`config.mk`:
```
export PLATFORM = sky130hd
export DESIGN_NAME = subtractive_random_generator_top
export DESIGN_NICKNAME = d
export VERILOG_FILES = /design/src/sv/srg_pkg.sv /design/src/sv/srg_ram.sv /design/src/sv/srg_datapath.sv /design/src/sv/srg_ctrl.sv /design/src/sv/subtractive_random_generator_top.sv
export SDC_FILE = /design/constraint.sdc
export NUM_CORES = 2
export LEC_CHECK = 0
export BUFFER_PORTS_ARGS = -buffer_cell sky130_fd_sc_hd__buf_2
export CAP_MARGIN = 20
export CORE_ASPECT_RATIO = 1.4
export CORE_MARGIN = 1.5
export CORE_UTILIZATION = 50
export CTS_CLUSTER_SIZE = 20
export DETAILED_ROUTE_END_ITERATION = 8
export PLACE_DENSITY = 0.65
export SLEW_MARGIN = 10
export SYNTH_ARGS = -nofsm -noshare
export SYNTH_HDL_FRONTEND = slang
export SYNTH_HIERARCHICAL = 1
export SYNTH_SLANG_ARGS = --single-unit
```
`constraint.sdc`:
```
create_clock -name clk_i -period 9.7 [get_ports clk_i]
set_input_delay 1.455 -clock clk_i [delete_from_list [all_inputs] [get_ports clk_i]]
set_output_delay 1.455 -clock clk_i [all_outputs]
set_load 0.02 [all_outputs]
```
`src/sv/srg_pkg.sv`:
```
`timescale 1ns / 1ps
// ----------------------------------------------------------------------------
// srg_pkg: shared types and constants of the subtractive random generator
// Table geometry, modular constants, controller states and the command and
// status words between controller and datapath.
// ----------------------------------------------------------------------------
`default_nettype none

package srg_pkg;

  localparam int unsigned WordW   = 30;
  localparam int unsigned SeedW   = 31;
  localparam int unsigned TableLen = 55;
  localparam int unsigned PtrW    = 6;

  localparam logic [WordW-1:0] ModBig   = 30'd1000000000;
  localparam logic [SeedW-1:0] SeedMix  = 31'd161803398;
  localparam logic [PtrW-1:0]  FillStride = 6'd21;
  localparam logic [PtrW-1:0]  LastSlot = 6'd55;
  localparam logic [PtrW-1:0]  LastFill = 6'd54;
  localparam logic [PtrW-1:0]  MixSplit = 6'd24;
  localparam logic [PtrW-1:0]  MixLag   = 6'd31;
  localparam logic [PtrW-1:0]  MixBack  = 6'd24;
  localparam logic [PtrW-1:0]  LeadReset = 6'd0;
  localparam logic [PtrW-1:0]  LagReset  = 6'd31;
  localparam logic [1:0]       LastPass  = 2'd3;

  typedef enum logic [2:0] {
    ST_IDLE,
    ST_SEED_INIT,
    ST_FILL,
    ST_MIX_RD,
    ST_MIX_WR,
    ST_DRAW_RD,
    ST_DRAW_WR
  } srg_state_e;

  typedef struct packed {
    logic seed_init;
    logic fill_step;
    logic mix_rd;
    logic mix_wr;
    logic draw_rd;
    logic draw_wr;
  } srg_cmd_t;

  typedef struct packed {
    logic fill_last;
    logic mix_last;
  } srg_sts_t;

  // a - b wrapped into [0, 1e9) for operands already in that range.
  function automatic logic [WordW-1:0] sub_wrap(input logic [WordW-1:0] a,
                                                input logic [WordW-1:0] b);
    logic [WordW:0] t;
    t = {1'b0, a} - {1'b0, b};
    if (a < b) begin
      t = t + {1'b0, ModBig};
    end
    return t[WordW-1:0];
  endfunction

endpackage

`default_nettype wire

```
`src/sv/srg_ram.sv`:
```
`timescale 1ns / 1ps
// ----------------------------------------------------------------------------
// srg_ram: generic RAM
// One write port and two read ports, read data registered.
// ----------------------------------------------------------------------------
`default_nettype none

module srg_ram #(
  parameter int unsigned Width = 8,
  parameter int unsigned Depth = 16,
  localparam int unsigned AddrW = (Depth > 1) ? $clog2(Depth) : 1
) (
  input  wire logic             clk_i,
  input  wire logic             we_i,
  input  wire logic [AddrW-1:0] waddr_i,
  input  wire logic [Width-1:0] wdata_i,
  input  wire logic [AddrW-1:0] raddr_a_i,
  input  wire logic [AddrW-1:0] raddr_b_i,
  output logic      [Width-1:0] rdata_a_o,
  output logic      [Width-1:0] rdata_b_o
);

  logic [Width-1:0] mem_q [Depth];

  always_ff @(posedge clk_i) begin
    if (we_i) begin
      mem_q[waddr_i] <= wdata_i;
    end
    rdata_a_o <= mem_q[raddr_a_i];
    rdata_b_o <= mem_q[raddr_b_i];
  end

endmodule

`default_nettype wire

```
`src/sv/srg_datapath.sv`:
```
`timescale 1ns / 1ps
// ----------------------------------------------------------------------------
// srg_datapath: table, pointers and arithmetic of the generator
// Holds the seed register, the seeding recurrence, warm-up indices, draw
// pointers, the table RAM and the result register.
// ----------------------------------------------------------------------------
`default_nettype none

module srg_datapath (
  input  wire logic                        clk_i,
  input  wire logic                        rst_ni,
  input  wire logic                        seed_value_we_i,
  input  wire logic [srg_pkg::SeedW-1:0]   seed_value_i,
  input  wire srg_pkg::srg_cmd_t           cmd_i,
  output srg_pkg::srg_sts_t                sts_o,
  output logic                             result_valid_o,
  output logic      [srg_pkg::WordW-1:0]   random_value_o
);

  localparam int unsigned PW = srg_pkg::PtrW;
  localparam int unsigned WW = srg_pkg::WordW;
  localparam int unsigned SW = srg_pkg::SeedW;

  logic [SW-1:0] seed_q;
  logic [WW-1:0] j_q, k_q;
  logic [PW-1:0] slot_q, fill_cnt_q;
  logic [PW-1:0] mix_i_q;
  logic [1:0]    pass_q;
  logic [PW-1:0] lead_q, lag_q;
  logic          valid_q;
  logic [WW-1:0] value_q;

  logic [SW-1:0] seed_diff;
  logic [SW-1:0] seed_red;
  logic [WW-1:0] j_init;
  logic [PW:0]   slot_sum;
  logic [PW-1:0] slot_nx;
  logic [PW-1:0] mix_partner;
  logic [PW-1:0] lead_nx, lag_nx;

  logic          ram_we;
  logic [PW-1:0] ram_waddr, ram_raddr_a, ram_raddr_b;
  logic [WW-1:0] ram_wdata, ram_rdata_a, ram_rdata_b;
  logic [WW-1:0] diff;

  // Seed folding: |mix - seed| is below twice the modulus, one subtract suffices.
  always_comb begin
    seed_diff = (seed_q >= srg_pkg::SeedMix) ? (seed_q - srg_pkg::SeedMix)
                                             : (srg_pkg::SeedMix - seed_q);
    seed_red  = seed_diff;
    if (seed_diff >= {1'b0, srg_pkg::ModBig}) begin
      seed_red = seed_diff - {1'b0, srg_pkg::ModBig};
    end
    j_init = seed_red[WW-1:0];
  end

  // The stride sum can reach 75, so it carries one extra bit.
  always_comb begin
    slot_sum = {1'b0, slot_q} + {1'b0, srg_pkg::FillStride};
    slot_nx  = (slot_sum >= {1'b0, srg_pkg::LastSlot})
             ? PW'(slot_sum - {1'b0, srg_pkg::LastSlot})
             : slot_sum[PW-1:0];
    mix_partner = (mix_i_q <= srg_pkg::MixSplit) ? (mix_i_q + srg_pkg::MixLag)
                                                 : (mix_i_q - srg_pkg::MixBack);
    lead_nx = (lead_q >= srg_pkg::LastSlot) ? PW'(1) : (lead_q + PW'(1));
    lag_nx  = (lag_q >= srg_pkg::LastSlot) ? PW'(1) : (lag_q + PW'(1));
  end

  assign diff = srg_pkg::sub_wrap(ram_rdata_a, ram_rdata_b);

  // Table slots run 1..55; RAM addresses are one lower.
  always_comb begin
    ram_we      = 1'b0;
    ram_waddr   = srg_pkg::LastSlot - PW'(1);
    ram_wdata   = j_init;
    ram_raddr_a = mix_i_q - PW'(1);
    ram_raddr_b = mix_partner - PW'(1);
    if (cmd_i.draw_rd) begin
      ram_raddr_a = lead_nx - PW'(1);
      ram_raddr_b = lag_nx - PW'(1);
    end
    if (cmd_i.seed_init) begin
      ram_we = 1'b1;
    end else if (cmd_i.fill_step) begin
      ram_we    = 1'b1;
      ram_waddr = slot_q - PW'(1);
      ram_wdata = k_q;
    end else if (cmd_i.mix_wr) begin
      ram_we    = 1'b1;
      ram_waddr = mix_i_q - PW'(1);
      ram_wdata = diff;
    end else if (cmd_i.draw_wr) begin
      ram_we    = 1'b1;
      ram_waddr = lead_q - PW'(1);
      ram_wdata = diff;
    end
  end

  srg_ram #(
    .Width (WW),
    .Depth (srg_pkg::TableLen)
  ) u_table (
    .clk_i     (clk_i),
    .we_i      (ram_we),
    .waddr_i   (ram_waddr),
    .wdata_i   (ram_wdata),
    .raddr_a_i (ram_raddr_a),
    .raddr_b_i (ram_raddr_b),
    .rdata_a_o (ram_rdata_a),
    .rdata_b_o (ram_rdata_b)
  );

  always_ff @(posedge clk_i or negedge rst_ni) begin
    if (!rst_ni) begin
      seed_q  <= '0;
      lead_q  <= srg_pkg::LeadReset;
      lag_q   <= srg_pkg::LagReset;
      valid_q <= 1'b0;
    end else begin
      if (seed_value_we_i) begin
        seed_q <= seed_value_i;
      end
      if (cmd_i.seed_init) begin
        lead_q <= srg_pkg::LeadReset;
        lag_q  <= srg_pkg::LagReset;
      end else if (cmd_i.draw_rd) begin
        lead_q <= lead_nx;
        lag_q  <= lag_nx;
      end
      valid_q <= cmd_i.draw_wr;
    end
  end

  // Recurrence and index registers; every field is loaded before it is used.
  always_ff @(posedge clk_i) begin
    if (cmd_i.seed_init) begin
      j_q        <= j_init;
      k_q        <= WW'(1);
      slot_q     <= srg_pkg::FillStride;
      fill_cnt_q <= PW'(1);
      mix_i_q    <= PW'(1);
      pass_q     <= '0;
    end
    if (cmd_i.fill_step) begin
      j_q        <= k_q;
      k_q        <= srg_pkg::sub_wrap(j_q, k_q);
      slot_q     <= slot_nx;
      fill_cnt_q <= fill_cnt_q + PW'(1);
    end
    if (cmd_i.mix_wr) begin
      if (mix_i_q == srg_pkg::LastSlot) begin
        mix_i_q <= PW'(1);
        pass_q  <= pass_q + 2'd1;
      end else begin
        mix_i_q <= mix_i_q + PW'(1);
      end
    end
    if (cmd_i.draw_wr) begin
      value_q <= diff;
    end
  end

  assign sts_o.fill_last = (fill_cnt_q == srg_pkg::LastFill);
  assign sts_o.mix_last  = (mix_i_q == srg_pkg::LastSlot) && (pass_q == srg_pkg::LastPass);

  assign result_valid_o = valid_q;
  assign random_value_o = value_q;

endmodule

`default_nettype wire

```
`src/sv/srg_ctrl.sv`:
```
`timescale 1ns / 1ps
// ----------------------------------------------------------------------------
// srg_ctrl: sequencer of the generator
// Steps through seeding, warm-up passes and draws, and issues datapath commands.
// ----------------------------------------------------------------------------
`default_nettype none

module srg_ctrl (
  input  wire logic              clk_i,
  input  wire logic              rst_ni,
  input  wire logic              start,
  input  wire logic              reseed_i,
  input  wire srg_pkg::srg_sts_t sts_i,
  output srg_pkg::srg_cmd_t      cmd_o,
  output logic                   busy
);

  srg_pkg::srg_state_e state_q, state_d;
  logic seeded_q, seeded_d;
  logic accept;

  assign accept = start && (state_q == srg_pkg::ST_IDLE);

  always_comb begin
    state_d  = state_q;
    seeded_d = seeded_q;
    case (state_q)
      srg_pkg::ST_IDLE: begin
        if (accept) begin
          state_d = (reseed_i || !seeded_q) ? srg_pkg::ST_SEED_INIT : srg_pkg::ST_DRAW_WR;
        end
      end
      srg_pkg::ST_SEED_INIT: state_d = srg_pkg::ST_FILL;
      srg_pkg::ST_FILL: begin
        if (sts_i.fill_last) begin
          state_d = srg_pkg::ST_MIX_RD;
        end
      end
      srg_pkg::ST_MIX_RD: state_d = srg_pkg::ST_MIX_WR;
      srg_pkg::ST_MIX_WR: begin
        if (sts_i.mix_last) begin
          state_d  = srg_pkg::ST_DRAW_RD;
          seeded_d = 1'b1;
        end else begin
          state_d = srg_pkg::ST_MIX_RD;
        end
      end
      srg_pkg::ST_DRAW_RD: state_d = srg_pkg::ST_DRAW_WR;
      srg_pkg::ST_DRAW_WR: state_d = srg_pkg::ST_IDLE;
      default:             state_d = srg_pkg::ST_IDLE;
    endcase
  end

  // A draw on a seeded table issues its reads in the accepting cycle.
  always_comb begin
    cmd_o = '0;
    busy  = 1'b1;
    case (state_q)
      srg_pkg::ST_IDLE: begin
        busy          = 1'b0;
        cmd_o.draw_rd = accept && seeded_q && !reseed_i;
      end
      srg_pkg::ST_SEED_INIT: cmd_o.seed_init = 1'b1;
      srg_pkg::ST_FILL:      cmd_o.fill_step = 1'b1;
      srg_pkg::ST_MIX_RD:    cmd_o.mix_rd    = 1'b1;
      srg_pkg::ST_MIX_WR:    cmd_o.mix_wr    = 1'b1;
      srg_pkg::ST_DRAW_RD:   cmd_o.draw_rd   = 1'b1;
      srg_pkg::ST_DRAW_WR:   cmd_o.draw_wr   = 1'b1;
      default:               cmd_o = '0;
    endcase
  end

  always_ff @(posedge clk_i or negedge rst_ni) begin
    if (!rst_ni) begin
      state_q  <= srg_pkg::ST_IDLE;
      seeded_q <= 1'b0;
    end else begin
      state_q  <= state_d;
      seeded_q <= seeded_d;
    end
  end

endmodule

`default_nettype wire

```
`src/sv/subtractive_random_generator_top.sv`:
```
`timescale 1ns / 1ps
// ----------------------------------------------------------------------------
// subtractive_random_generator_top: lagged subtractive random generator
// 55-word table modulo 1e9; each request returns one word in [0, 999999999].
//
// Channel   Ports                            Transfer
// request   start, busy, reseed_i            start high while busy low
// result    result_valid_o, random_value_o   one-cycle strobe
// config    seed_value_we_i, seed_value_i    write enable, no wait
//
// A draw on a seeded table reads both words from the table RAM in the accepting
// cycle, then writes back the difference, which is also registered as the result.
// A reseed, or the first request after reset, folds the seed, makes 54 fill
// writes and 220 warm-up steps of a read and a write on the RAM port, then draws.
// Reset leaves the table unseeded; the strobe cannot be stalled by the receiver.
// ----------------------------------------------------------------------------
`default_nettype none

module subtractive_random_generator_top (
  input  wire logic                      clk_i,
  input  wire logic                      rst_ni,
  input  wire logic                      start,
  output logic                           busy,
  input  wire logic                      reseed_i,
  input  wire logic                      seed_value_we_i,
  input  wire logic [srg_pkg::SeedW-1:0] seed_value_i,
  output logic                           result_valid_o,
  output logic      [srg_pkg::WordW-1:0] random_value_o
);

  srg_pkg::srg_cmd_t cmd;
  srg_pkg::srg_sts_t sts;

  srg_ctrl u_ctrl (
    .clk_i    (clk_i),
    .rst_ni   (rst_ni),
    .start    (start),
    .reseed_i (reseed_i),
    .sts_i    (sts),
    .cmd_o    (cmd),
    .busy     (busy)
  );

  srg_datapath u_datapath (
    .clk_i           (clk_i),
    .rst_ni          (rst_ni),
    .seed_value_we_i (seed_value_we_i),
    .seed_value_i    (seed_value_i),
    .cmd_i           (cmd),
    .sts_o           (sts),
    .result_valid_o  (result_valid_o),
    .random_value_o  (random_value_o)
  );

endmodule

`default_nettype wire

```
==> flow_summary.rst <==
.. list-table::
   :header-rows: 1

   * - Metric
     - Value
   * - Final net count
     - 5,722
   * - Buffers from clock root to sink, at most
     - 3
   * - Routed length per instance
     - 34.8 µm
   * - Count of clock tree sinks
     - about 1,900
   * - RSZ-0062 raised after global routing
     - no
   * - Setup Fix Bufs, Post-CTS
     - 0
   * - Die extent in x
     - ~370 µm
   * - CTS HTree Levels
     - 4
   * - Cell count after synthesis
     - between 5,000 and 6,000
   * - Delay of the slowest cell on the worst path
     - 0.68 ns
   * - Leakage component of the power
     - 34.5 nW
   * - Number of global-route vias before repair
     - around 57,000
   * - CTS Hold Buffers Added
     - 0
   * - Finished Core Util
     - 0.555
   * - Path type of the worst min-delay path
     - in2async
   * - Number of cells in the finished layout apart from fillers
     - a little over 8,000
   * - Instance area at placement
     - 95,800 µm²
   * - Worst-case hold slack
     - 0.505 ns
   * - Outcome
     - complete, no violations
   * - Max Clock Skew
     - roughly 0.032 ns
   * - FMAX
     - 0.150 GHz
   * - Tot Pwr
     - 16.0 mW
   * - Worst-case headroom to the max-slew limit
     - 0.106
   * - Critical path origin
     - u_datapath/seed_q[1]
   * - Total via count after detailed routing
     - 56,400
   * - CP arrival
     - slightly above 7 ns
   * - Antenna violations before repair
     - 5
   * - Number of synthesis warnings
     - 6
   * - Cell occurring most often along the worst timing path
     - sky130_fd_sc_hd__and3_1
   * - Total non-filler cell area in the finished layout
     - 102,000 µm²
   * - Setup WS pre-CTS
     - 2.74 ns
   * - Worst-case setup margin in the final layout
     - 3.05 ns
   * - Clock root buffer
     - sky130_fd_sc_hd__clkbuf_16
   * - Antenna-violating nets left
     - 0
   * - Peak supply drop
     - 0.000199 V
   * - Number of cells upsized or downsized after cts
     - 0
   * - Placeable core region
     - 183,000 µm²
   * - Pin count of the biggest net entering global routing
     - ~120
   * - Crit. End Element
     - register
   * - DR pass1 iterations
     - 6
   * - Per-cell via count in the routed design
     - 6.88
   * - Starting DRC count in detailed routing
     - 7,445
   * - Part of the cycle the worst path needs
     - 0.685
   * - Reg clk slew, reported paths
     - 0.06 ns
   * - Synthesis-to-layout area growth
     - 10.3%
   * - Final number of max-transition violations
     - 0
   * - Die height
     - 511 µm
   * - Estimated wirelength of the detail-placed design
     - 176,000 µm
   * - CP required
     - just over 10 ns
   * - Wire length of the first global-routing pass
     - ~410,000 µm
   * - Max-cap check violation count
     - 0
   * - Synth Area per Inst
     - 16.5 µm²
   * - Critical path startpoint category
     - register
   * - Final setup violation count
     - 0
   * - Total DRC errors in the routed layout
     - 0
   * - CP max FO
     - 55
   * - Slowest stage cell, crit path
     - sky130_fd_sc_hd__and3_1
   * - # port buffers
     - 67
   * - Total power divided by cell area
     - approximately 160 nW/µm²
   * - Aggregate global-route resource usage
     - 0.304
   * - Die ar.
     - 187,000 µm²
   * - I/O pin cnt
     - 68
   * - Post-layout min period
     - 6.65 ns
   * - DP Cell Count
     - 7,866
   * - Final-report hold violation count
     - 0
   * - Fraction of final layout cells sized beyond drive strength 1
     - 0.271
   * - Initial core utilization
     - 0.503
   * - CP cell instances
     - ha_1, nor4_2, a21oi_2, o2111ai_2, and3_1, mux2_4, xnor2_1, inv_1, ha_1, nor2_1, and2_1, o21ai_0, nand4_1, and3_1, o22ai_2, o21ai_2, a221o_2, and3_1, xnor2_1, a21oi_4, buf_4
   * - Residual overflow from global routing
     - 0
   * - Clock latency at the later pin of the worst-skew pair
     - 0.84 ns
   * - Number of core rows
     - approximately 190
   * - Slew @ Worst Pin
     - between 1 and 1.5 ns
   * - Post-Syn Area
     - roughly 90,000 µm²
   * - TritonCTS buffer count
     - 174
   * - Synthesized net count
     - 5,687
   * - Category of the most critical setup path
     - reg2reg
   * - Total wirelength of the detailed-routed design
     - 285,000 µm
   * - Total Neg Setup Slack
     - 0 ns
   * - Clock tree from TritonCTS
     - yes
   * - Gp weighted congestion
     - 0.929
   * - R2r startpoint
     - u_datapath/seed_q[1]
-- cells in the final DEF, fill, tap and decap left out, drive strengths merged, types with 52 or more instances in the layout --
cell    count
a21oi     116
buf       244
ha         83
mux4      769
o22ai     133
nor2      237
dfxtp      62
a211oi     74
inv       125
o211ai     87
a22oi      52
xor2       67
clkbuf    223
nor2b      60
xnor2     109
nand2     269
mux2      111
nand3      57
o21ai     204
clkinv     59
edfxtp   1758
mux2i     272
-- layer usage --
layer	up-vias	GRT usage	part of all wire
met5	-	0	0
met4	0	0.165	0.061
met3	728	0.0471	0.093
met2	3337	0.504	0.49
met1	29400	0.385	0.35
li1	22900	-	-
-- sequential cells by signal, indices dropped and copies added, names as in the netlist --
signal,flops
u_datapath/u_table/mem_q,1650
u_datapath/seed_q,31
u_datapath/j_q,30
u_datapath/k_q,30
u_datapath/random_value_o,30
u_datapath/u_table/rdata_a_o,30
u_datapath/u_table/rdata_b_o,30
u_datapath/fill_cnt_q,6
u_datapath/lag_q,6
u_datapath/lead_q,6
u_datapath/mix_i_q,6
u_datapath/slot_q,6
u_ctrl/state_q,3
u_datapath/pass_q,2
u_ctrl/seeded_q,1
u_datapath/result_valid_o,1
-- where the power goes --
part	leakage (nW)	total (mW)	internal (mW)	switching, mW
Sequential	17.0	8.72	8.69	0.0338
Clock	2.75	6.90	3.81	3.09
Combinational	14.7	0.422	0.132	0.289
Total	34.5	16.0	12.6	3.41
-- final cells by class --
class                   instances  area, µm²
multi-input cells            3200      35200
repair buffers                245       1930
well taps                    2444       3060
clock inverters               104       1020
clock buffers                 223       4670
diodes                          4       10.0
fillers                     14100      81600
flip-flops and latches       1868      55200
inverters                     112        442
-- path summary, 6_finish.rpt --
check                      slack [ns]  cells past startpoint                                to
min reg2reg                      0.51                      1                   u_ctrl/seeded_q
max reg2reg                      3.05                     21  u_datapath/u_table/mem_q[18][15]
min in group clk_i               0.51                      1                   u_ctrl/seeded_q
max                              3.05                     21  u_datapath/u_table/mem_q[18][15]
max in group asynchronous        8.32                      2             u_datapath/seed_q[21]
min                              0.51                      1              u_datapath/lead_q[3]
-- worst max-delay path, delay by kind of cell (launching register included) --
family	cells	cell delay, ns
flops	1	0.46
compound gates	7	1.66
xor+xnor	2	0.74
fa+ha+maj	2	0.53
buf+inv	2	0.39
mux	1	0.36
simple gates	7	1.93
No activity file was read; power rests on OpenSTA's default activity.
